`config.mk`:
```
export PLATFORM = sky130hd
export DESIGN_NAME = sprite_scanline_evaluation
export DESIGN_NICKNAME = d
export VERILOG_FILES = /design/src/hdl/sse_pkg.sv /design/src/hdl/sse_ram.sv /design/src/hdl/sse_ctrl.sv /design/src/hdl/sprite_scanline_evaluation.sv
export SDC_FILE = /design/constraint.sdc
export NUM_CORES = 2
export LEC_CHECK = 0
export BUFFER_PORTS_ARGS = -buffer_cell sky130_fd_sc_hd__buf_2
export CORE_ASPECT_RATIO = 1.1
export CORE_MARGIN = 4
export CORE_UTILIZATION = 47
export CTS_CLUSTER_SIZE = 25
export DETAILED_ROUTE_END_ITERATION = 8
export HOLD_SLACK_MARGIN = 0.03
export MAX_ROUTING_LAYER = met4
export PLACE_DENSITY = 0.66
export SETUP_SLACK_MARGIN = 0.5
export SLEW_MARGIN = 20
export SYNTH_ARGS = -nofsm -noshare
export SYNTH_HDL_FRONTEND = slang
export SYNTH_SLANG_ARGS = --single-unit
```
`constraint.sdc`:
```
create_clock -name clock -period 16.8 [get_ports clock]
set_input_delay 2.52 -clock clock [delete_from_list [all_inputs] [get_ports clock]]
set_output_delay 2.52 -clock clock [all_outputs]
set_load 0.1 [all_outputs]
```
`src/hdl/sse_pkg.sv`:
```
// ----------------------------------------------------------------------------
// sse_pkg
// Shared types and constants of the sprite scanline evaluation block.
// ----------------------------------------------------------------------------
package sse_pkg;

   localparam int MEM_AW    = 8;
   localparam int MEM_DEPTH = 256;
   localparam int BYTE_W    = 8;

   localparam logic [MEM_AW-1:0] MEM_LAST_ADDR = 8'hFF;

   localparam logic [8:0] SHORT_HEIGHT = 9'd8;
   localparam logic [8:0] TALL_HEIGHT  = 9'd16;

   localparam logic OP_WRITE = 1'b0;
   localparam logic OP_EVAL  = 1'b1;

   typedef struct packed {
      logic       opcode;
      logic [7:0] byte_addr;
      logic [7:0] byte_value;
      logic [7:0] line;
   } req_type;

   typedef struct packed {
      logic       found;
      logic [7:0] top_row;
      logic [7:0] tile_index;
      logic [7:0] attributes;
      logic [7:0] left_column;
      logic       overflow;
      logic       last;
   } rsp_type;

   typedef enum logic [2:0] {
      ST_CLEAR,
      ST_IDLE,
      ST_SCAN,
      ST_FETCH
   } state_type;

endpackage

```
`src/hdl/sse_ram.sv`:
```
// ----------------------------------------------------------------------------
// sse_ram
// Generic simple dual-port RAM, one write port, one registered read port.
// ----------------------------------------------------------------------------
module sse_ram #(
   parameter int WIDTH = 8,
   parameter int DEPTH = 256
) (
   input  logic                     clock,
   input  logic                     we,
   input  logic [$clog2(DEPTH)-1:0] waddr,
   input  logic [WIDTH-1:0]         wdata,
   input  logic [$clog2(DEPTH)-1:0] raddr,
   output logic [WIDTH-1:0]         rdata
);

   logic [WIDTH-1:0] mem [DEPTH];
   logic [WIDTH-1:0] rdata_ff;

   always_ff @(posedge clock) begin
      if (we) begin
         mem[waddr] <= wdata;
      end
      rdata_ff <= mem[raddr];
   end

   assign rdata = rdata_ff;

endmodule

```
`src/hdl/sse_ctrl.sv`:
```
// ----------------------------------------------------------------------------
// sse_ctrl
// Sequencer: memory clear, byte writes, entry scan, sprite fetch and the
// result register.
// ----------------------------------------------------------------------------
module sse_ctrl
   import sse_pkg::*;
#(
   parameter int SPRITE_ENTRIES = 64,
   parameter int MAX_PER_LINE   = 8
) (
   input  logic              clock,
   input  logic              reset,
   input  logic              tall_sprites,
   input  logic              req_valid,
   output logic              req_ready,
   input  req_type           req_data,
   output logic              rsp_valid,
   input  logic              rsp_ready,
   output rsp_type           rsp_data,
   output logic              mem_we,
   output logic [MEM_AW-1:0] mem_waddr,
   output logic [BYTE_W-1:0] mem_wdata,
   output logic [MEM_AW-1:0] mem_raddr,
   input  logic [BYTE_W-1:0] mem_rdata
);

   localparam int EW = $clog2(SPRITE_ENTRIES);
   localparam int CW = $clog2(MAX_PER_LINE + 1);
   localparam int LW = (MAX_PER_LINE > 1) ? $clog2(MAX_PER_LINE) : 1;

   state_type               state_ff, state_in;
   logic [MEM_AW-1:0]       clr_cnt_ff, clr_cnt_in;
   logic [7:0]              line_ff, line_in;
   logic [EW:0]             scan_cnt_ff, scan_cnt_in;
   logic                    chk_vld_ff, chk_vld_in;
   logic [EW-1:0]           chk_idx_ff, chk_idx_in;
   logic [CW-1:0]           count_ff, count_in;
   logic                    ovf_ff, ovf_in;
   logic [EW-1:0]           list_ff [MAX_PER_LINE];
   logic [EW-1:0]           list_in [MAX_PER_LINE];
   logic [CW-1:0]           emit_ff, emit_in;
   logic [2:0]              fc_ff, fc_in;
   logic [3:0][BYTE_W-1:0]  stage_ff, stage_in;
   logic                    rsp_valid_ff, rsp_valid_in;
   rsp_type                 rsp_data_ff, rsp_data_in;

   logic       issue;
   logic       hit;
   logic       out_free;
   logic       is_last;
   logic       list_full;
   logic [8:0] height;
   logic [8:0] top9;
   logic [8:0] line9;

   assign height    = tall_sprites ? TALL_HEIGHT : SHORT_HEIGHT;
   assign top9      = {1'b0, mem_rdata};
   assign line9     = {1'b0, line_ff};
   assign issue     = scan_cnt_ff < (EW+1)'(SPRITE_ENTRIES);
   assign hit       = chk_vld_ff && (line9 >= top9) && (line9 < top9 + height);
   assign list_full = count_ff == CW'(MAX_PER_LINE);
   assign out_free  = !rsp_valid_ff || rsp_ready;
   assign is_last   = ({1'b0, emit_ff} + (CW+1)'(1)) == {1'b0, count_ff};

   always_comb begin
      state_in     = state_ff;
      clr_cnt_in   = clr_cnt_ff;
      line_in      = line_ff;
      scan_cnt_in  = scan_cnt_ff;
      chk_vld_in   = chk_vld_ff;
      chk_idx_in   = chk_idx_ff;
      count_in     = count_ff;
      ovf_in       = ovf_ff;
      list_in      = list_ff;
      emit_in      = emit_ff;
      fc_in        = fc_ff;
      stage_in     = stage_ff;
      rsp_valid_in = rsp_valid_ff;
      rsp_data_in  = rsp_data_ff;
      req_ready    = 1'b0;
      mem_we       = 1'b0;
      mem_waddr    = '0;
      mem_wdata    = '0;
      mem_raddr    = '0;

      if (rsp_valid_ff && rsp_ready) begin
         rsp_valid_in = 1'b0;
      end

      unique case (state_ff)
         ST_CLEAR: begin
            mem_we     = 1'b1;
            mem_waddr  = clr_cnt_ff;
            clr_cnt_in = clr_cnt_ff + MEM_AW'(1);
            if (clr_cnt_ff == MEM_LAST_ADDR) begin
               state_in = ST_IDLE;
            end
         end
         ST_IDLE: begin
            req_ready = 1'b1;
            if (req_valid) begin
               if (req_data.opcode == OP_WRITE) begin
                  mem_we    = 1'b1;
                  mem_waddr = req_data.byte_addr;
                  mem_wdata = req_data.byte_value;
               end else begin
                  line_in     = req_data.line;
                  scan_cnt_in = '0;
                  chk_vld_in  = 1'b0;
                  count_in    = '0;
                  ovf_in      = 1'b0;
                  state_in    = ST_SCAN;
               end
            end
         end
         ST_SCAN: begin
            // read entry n while checking entry n-1
            mem_raddr  = MEM_AW'({scan_cnt_ff[EW-1:0], 2'b00});
            chk_vld_in = issue;
            chk_idx_in = scan_cnt_ff[EW-1:0];
            if (issue) begin
               scan_cnt_in = scan_cnt_ff + (EW+1)'(1);
            end
            if (hit && list_full) begin
               ovf_in   = 1'b1;
               emit_in  = '0;
               fc_in    = '0;
               state_in = ST_FETCH;
            end else if (hit) begin
               list_in[count_ff[LW-1:0]] = chk_idx_ff;
               count_in = count_ff + CW'(1);
            end else if (!issue && !chk_vld_ff) begin
               emit_in  = '0;
               fc_in    = '0;
               state_in = ST_FETCH;
            end
         end
         ST_FETCH: begin
            if (count_ff == '0) begin
               if (out_free) begin
                  rsp_valid_in      = 1'b1;
                  rsp_data_in       = '0;
                  rsp_data_in.last  = 1'b1;
                  state_in          = ST_IDLE;
               end
            end else begin
               // four byte reads, then hand over to the result register
               mem_raddr = MEM_AW'({list_ff[emit_ff[LW-1:0]], fc_ff[1:0]});
               if (fc_ff < 3'd5) begin
                  fc_in = fc_ff + 3'd1;
               end
               if (fc_ff >= 3'd1 && fc_ff <= 3'd4) begin
                  stage_in[2'(fc_ff - 3'd1)] = mem_rdata;
               end
               if (fc_ff == 3'd5 && out_free) begin
                  rsp_valid_in             = 1'b1;
                  rsp_data_in.found        = 1'b1;
                  rsp_data_in.top_row      = stage_ff[0];
                  rsp_data_in.tile_index   = stage_ff[1];
                  rsp_data_in.attributes   = stage_ff[2];
                  rsp_data_in.left_column  = stage_ff[3];
                  rsp_data_in.overflow     = is_last && ovf_ff;
                  rsp_data_in.last         = is_last;
                  if (is_last) begin
                     state_in = ST_IDLE;
                  end else begin
                     emit_in = emit_ff + CW'(1);
                     fc_in   = '0;
                  end
               end
            end
         end
         default: begin
            state_in = ST_IDLE;
         end
      endcase
   end

   always_ff @(posedge clock) begin
      if (reset) begin
         state_ff     <= ST_CLEAR;
         clr_cnt_ff   <= '0;
         chk_vld_ff   <= 1'b0;
         count_ff     <= '0;
         ovf_ff       <= 1'b0;
         rsp_valid_ff <= 1'b0;
      end else begin
         state_ff     <= state_in;
         clr_cnt_ff   <= clr_cnt_in;
         chk_vld_ff   <= chk_vld_in;
         count_ff     <= count_in;
         ovf_ff       <= ovf_in;
         rsp_valid_ff <= rsp_valid_in;
      end
   end

   always_ff @(posedge clock) begin
      line_ff     <= line_in;
      scan_cnt_ff <= scan_cnt_in;
      chk_idx_ff  <= chk_idx_in;
      list_ff     <= list_in;
      emit_ff     <= emit_in;
      fc_ff       <= fc_in;
      stage_ff    <= stage_in;
      rsp_data_ff <= rsp_data_in;
   end

   assign rsp_valid = rsp_valid_ff;
   assign rsp_data  = rsp_data_ff;

endmodule

```
`src/hdl/sprite_scanline_evaluation.sv`:
```
// ----------------------------------------------------------------------------
// sprite_scanline_evaluation
// Sprite attribute memory with per-scanline selection of up to
// MAX_PER_LINE sprites and an overflow flag.
// ----------------------------------------------------------------------------
// write item: written straight into the attribute memory, no result
// evaluate item: a scan with one attribute memory read per entry (fewer when
//   an overflow match ends it), then four byte reads per result, or one
//   empty result when nothing matches; no new item is taken meanwhile
// the single memory read port serves both the scan and the result fetches
// reset: sync, clears the 256-byte memory, req_ready low meanwhile;
//   tall_sprites resets to 0
// ----------------------------------------------------------------------------
module sprite_scanline_evaluation
   import sse_pkg::*;
#(
   parameter int SPRITE_ENTRIES = 64,
   parameter int MAX_PER_LINE   = 8
) (
   input  logic    clock,
   input  logic    reset,
   input  logic    req_valid,
   output logic    req_ready,
   input  req_type req_data,
   output logic    rsp_valid,
   input  logic    rsp_ready,
   output rsp_type rsp_data,
   input  logic    csr_valid,
   output logic    csr_ready,
   input  logic    csr_data
);

   logic              tall_sprites_ff, tall_sprites_in;
   logic              mem_we;
   logic [MEM_AW-1:0] mem_waddr;
   logic [BYTE_W-1:0] mem_wdata;
   logic [MEM_AW-1:0] mem_raddr;
   logic [BYTE_W-1:0] mem_rdata;

   assign csr_ready       = 1'b1;
   assign tall_sprites_in = (csr_valid && csr_ready) ? csr_data : tall_sprites_ff;

   always_ff @(posedge clock) begin
      if (reset) begin
         tall_sprites_ff <= 1'b0;
      end else begin
         tall_sprites_ff <= tall_sprites_in;
      end
   end

   sse_ram #(
      .WIDTH (BYTE_W),
      .DEPTH (MEM_DEPTH)
   ) u_mem (
      .clock (clock),
      .we    (mem_we),
      .waddr (mem_waddr),
      .wdata (mem_wdata),
      .raddr (mem_raddr),
      .rdata (mem_rdata)
   );

   sse_ctrl #(
      .SPRITE_ENTRIES (SPRITE_ENTRIES),
      .MAX_PER_LINE   (MAX_PER_LINE)
   ) u_ctrl (
      .clock        (clock),
      .reset        (reset),
      .tall_sprites (tall_sprites_ff),
      .req_valid    (req_valid),
      .req_ready    (req_ready),
      .req_data     (req_data),
      .rsp_valid    (rsp_valid),
      .rsp_ready    (rsp_ready),
      .rsp_data     (rsp_data),
      .mem_we       (mem_we),
      .mem_waddr    (mem_waddr),
      .mem_wdata    (mem_wdata),
      .mem_raddr    (mem_raddr),
      .mem_rdata    (mem_rdata)
   );

   // overflow only on the final item of an evaluation
   a_ovf_last: assert property (@(posedge clock) disable iff (reset)
      rsp_valid && rsp_data.overflow |-> rsp_data.last)
      else $error("overflow on a non-final item");

   // an empty item closes the evaluation and carries nothing else
   a_empty: assert property (@(posedge clock) disable iff (reset)
      rsp_valid && !rsp_data.found |->
         rsp_data.last && !rsp_data.overflow && rsp_data.top_row == 8'h00 &&
         rsp_data.left_column == 8'h00)
      else $error("malformed empty item");

   // memory clear holds off input items right after reset
   a_clear: assert property (@(posedge clock) disable iff (reset)
      $past(reset) |-> !req_ready && !rsp_valid)
      else $error("input taken during memory clear");

endmodule

```
==> key figures <==
Worst setup path
  • CP max stage delay: about 0.85 ns
  • Kind of critical path: register to register
  • Startpoint types: register
  • Cell Chain, Critical Path: inv_1 -> ha_1 -> nor3b_4 -> buf_4 -> clkinv_1 -> nand2_4 -> o21ai_4 -> buf_4 -> buf_4 -> buf_4 -> a211oi_1 -> o21a_1 -> a2111oi_0 -> a41oi_1 -> o31ai_1 -> o41ai_1
  • Req. time, crit path: 17.50 ns
  • Worst Path Max Fanout: just over 80
  • Slowest-stage cell, CP: buf_4
  • Critical path depth: 16
  • Worst path top cell family by delay: buffers and inverters
  • CP bufs+invs: 6
  • Critical Path Sink Type: register
  • CP most frequent cell: buf_4
  • Worst r2r path cells: 16
  • Worst Path Arrival: between 8 and 9 ns

Timing
  • Headroom to the max-slew limit: between 10% and 20%
  • Fmax: 136.5 MHz
  • RSZ-0062 raised after global routing: no
  • Post-route clock skew: ~0.026 ns
  • Setup Viol. Count Final: 0
  • Setup TNS: 0 ns
  • Final period util: 43.59%
  • Final hold violations: 0
  • Slew @ Worst Pin: between 1 and 1.5 ns
  • Final Max Tran Viols: 0
  • Min Tclk post-route: approximately 7.3 ns

Logic synthesis
  • Post-Synth Simple-Gate Area: around 7.4%
  • Compound-Gate Fraction of Synth Area: approximately an eighth
  • Synth Cell Area: 88,130 µm²
  • Yosys reg bits: 2,217
  • Register area share after synthesis: around three quarters
  • Syn Nets: 6,120
  • Yosys cell types: 75
  • Post-synth ARST share: 0%
  • Avg Cell Area, Syn: 14.55 µm²
  • Synthesized instance count: a little over 6,000
  • Synth warn: 0
  • Number of flops mapped to enable cells by yosys: 2,191
  • Main synth FF type: edfxtp_1
  • Adder-cell area share of the yosys netlist: 0.4628%
  • Largest family of logic cells by synthesized area: compound AO/OA/AOI/OAI gates
  • Post-Synth XOR/XNOR Area: less than 1%
  • Post-synthesis mux area share: around 1.7%

Clock tree
  • CTS tree: done
  • Root buffer cell: clkbuf_16
  • PostCTS Resize Cnt: 0
  • Clock Latency Late Sink: approximately 0.85 ns
  • CTS max path bufs: 3
  • Num Clock Sinks: 2,217
  • H-tree depth: 4
  • Number of buffers created by CTS: a little over 200
  • Clock slew at reported path FFs: approximately 0.060 ns
  • Hold buffer count at CTS: 0
  • Post-CTS Setup Repair Bufs: 0

Power and ir drop
  • Static leakage: between 30 and 40 nW
  • Pwr/cell area: about 120 nW/µm²
  • Logic pwr share: 5.4%
  • Clk pwr share: 39.9%
  • Worst VDD drop: ~0.000094 V
  • Total power: about 11 mW
  • NetSw: ~2.6 mW
  • Int Pwr: around 8.8 mW
  • Register share of total power: between 50 and 60%
  • Switching share of power: a little under a quarter

Routing
  • First-pass detailed-route iteration total: 6
  • Initial DRC count: roughly 7,500
  • Antenna viol nets, final: 0
  • Routed len/inst: around 28 µm
  • Final wirelength: 244,300 µm
  • Vias per cell: 6.456
  • DRC: 0
  • Vias: 55,360

Min path
  • Hold crit path type: register to register
  • Hold depth: 1

Floorplan
  • Die height: ~460 µm
  • Ports: 69
  • Die area: roughly 190,000 µm²
  • Initial Util: ~47%
  • Core box area: between 150,000 and 200,000 µm²
  • Die W: 420.9 µm
  • # rows: about 170

Global routing
  • Vias in the first global route: 52,320
  • Grt total ovfl: 0
  • All-Layer GR Usage: around 25%
  • Largest net degree at the start of global routing: 200
  • First-pass GRT wire length: around 360,000 µm
  • Initial antenna violation count: 8

Place
  • GPL Wtd Cong: between 0.9 and 1
  • IO Port Bufs: 67
  • Post-DP HPWL: roughly 140,000 µm

Status
  • Status: complete, no violations

Run
  • Max-cap violations: 0

Finish
  • Layout area overhead: 10.21%
  • Final net count: 6,026
  • Core Util, Final: 52.13%
  • Most used cells in the layout excluding fill and tap cells: edfxtp_1 (2,191), nand2_1 (767), o22ai_1 (473)
  • Most common cell after layout, fill and taps aside: edfxtp_1
  • Fraction of layout cells with a size suffix above 1: 9.086%
==> per-stage QoR <==
stage / worst slack (ns) / hold slack (ns) / cells / instance area [µm²]
6_report: 9.476 / 0.5158 / 8575 / 97130
5_1_grt: 8.995 / 0.5335 / 8572 / 97120
3_3_place_gp: 9.210 / 0.5036 / 8191 / 90530
3_5_place_dp: 9.239 / 0.5059 / 8191 / 90530
2_1_floorplan: 9.517 / 0.4601 / 6057 / 88130
4_1_cts: 9.176 / 0.5159 / 8564 / 97060
==> Yosys cell counts (all sizes together) (9+ instances only) <==
cell	n	area [µm²]
a21oi	211	1067
and3	9	56.30
nand2	776	2915
a32o	16	160.2
or3	44	275.3
edfxtp	2191	65790
nand3	70	355.3
nor2	382	1434
ha	31	387.9
o22ai	473	2959
o2111ai	15	131.4
clkbuf	291	1092
a211oi	83	628.1
mux2i	80	800.8
o41ai	13	113.9
and2	58	362.9
o21ai	189	957.2
a221oi	10	87.58
mux2	38	427.9
o31ai	16	125.1
o221ai	117	1025
inv	22	82.58
a2bb2oi	9	78.83
nand2b	30	187.7
nand4	12	75.07
o21a	21	157.7
mux4	13	292.8
buf	180	898.4
o2111a	9	101.4
o311ai	22	192.7
a2111oi	9	78.83
xnor2	11	96.34
nor3	83	415.4
or2	10	62.56
a311oi	151	1323
nor4	27	175.2
a31oi	158	988.5
a21o	15	112.6
o211ai	40	300.3
a311o	17	170.2
dfxtp	26	520.5
==> final timing paths <==
| kind | from | endpoint | slack, ns |
|---|---|---|---|
| setup / recovery | u_ctrl.count_ff[1]$_SDFFE_PP0P_ | u_mem.rdata[7]$_DFF_P_ | 9.48 |
| hold / removal | u_ctrl.stage_ff[1]$_DFFE_PP_ | u_ctrl.rsp_data[27]$_SDFFCE_PP0P_ | 0.52 |
| setup reg to reg | u_ctrl.count_ff[1]$_SDFFE_PP0P_ | u_mem.rdata[7]$_DFF_P_ | 9.48 |
| hold reg to reg | u_ctrl.stage_ff[1]$_DFFE_PP_ | u_ctrl.rsp_data[27]$_SDFFCE_PP0P_ | 0.52 |
==> kinds of logic after synthesis <==
family	count (synthesis)
buf+inv	494
mux	131
compound gates	1635
simple gates	1528
xor+xnor	19
other cells	1
flops	2217
fa+ha+maj	32
==> final cells by class <==
type                            count  area, µm²
Fill cell                       14950      89180
Sequential cell                  2217      66310
Multi-Input combinational cell   3346      19900
Clock buffer                      249       5398
Tap cell                         2436       3048
Timing Repair Buffer              171       1229
Clock inverter                    124       1132
Inverter                           23      86.33
Antenna cell                        9      22.52
==> state kept, by name (all words and copies together), names as in the netlist, 6 cells and up <==
| register | flops |
|---|---|
| u_ctrl.chk_idx_ff | 6 |
| u_ctrl.clr_cnt_ff | 8 |
| u_ctrl.line_ff | 8 |
| u_ctrl.list_ff | 48 |
| u_ctrl.rsp_data | 35 |
| u_ctrl.scan_cnt_ff | 7 |
| u_ctrl.stage_ff | 32 |
| u_mem.mem | 2048 |
| u_mem.rdata | 8 |
==> power groups by stage <==
stage / Clock [mW] / Combinational (mW) / Sequential (mW)
3_5_place_dp: 0 / 0.602 / 6.34
3_3_place_gp: 0 / 0.594 / 6.34
2_1_floorplan: 0 / 0.280 / 6.32
4_1_cts: 4.59 / 0.603 / 6.23
5_1_grt: 4.84 / 0.640 / 6.23
6_report: 4.55 / 0.619 / 6.23
==> per-layer routing <==
layer | wire length (µm) | up-vias | GRT usage (%)
li1 | - | 23830 | -
met1 | 95930 | 27700 | 34.71
met2 | 112600 | 3359 | 38.12
met3 | 26090 | 476 | 4.704
met4 | 9607 | 0 | 9.610
met5 | 0 | - | -
No activity file was read; power rests on OpenSTA's default activity.
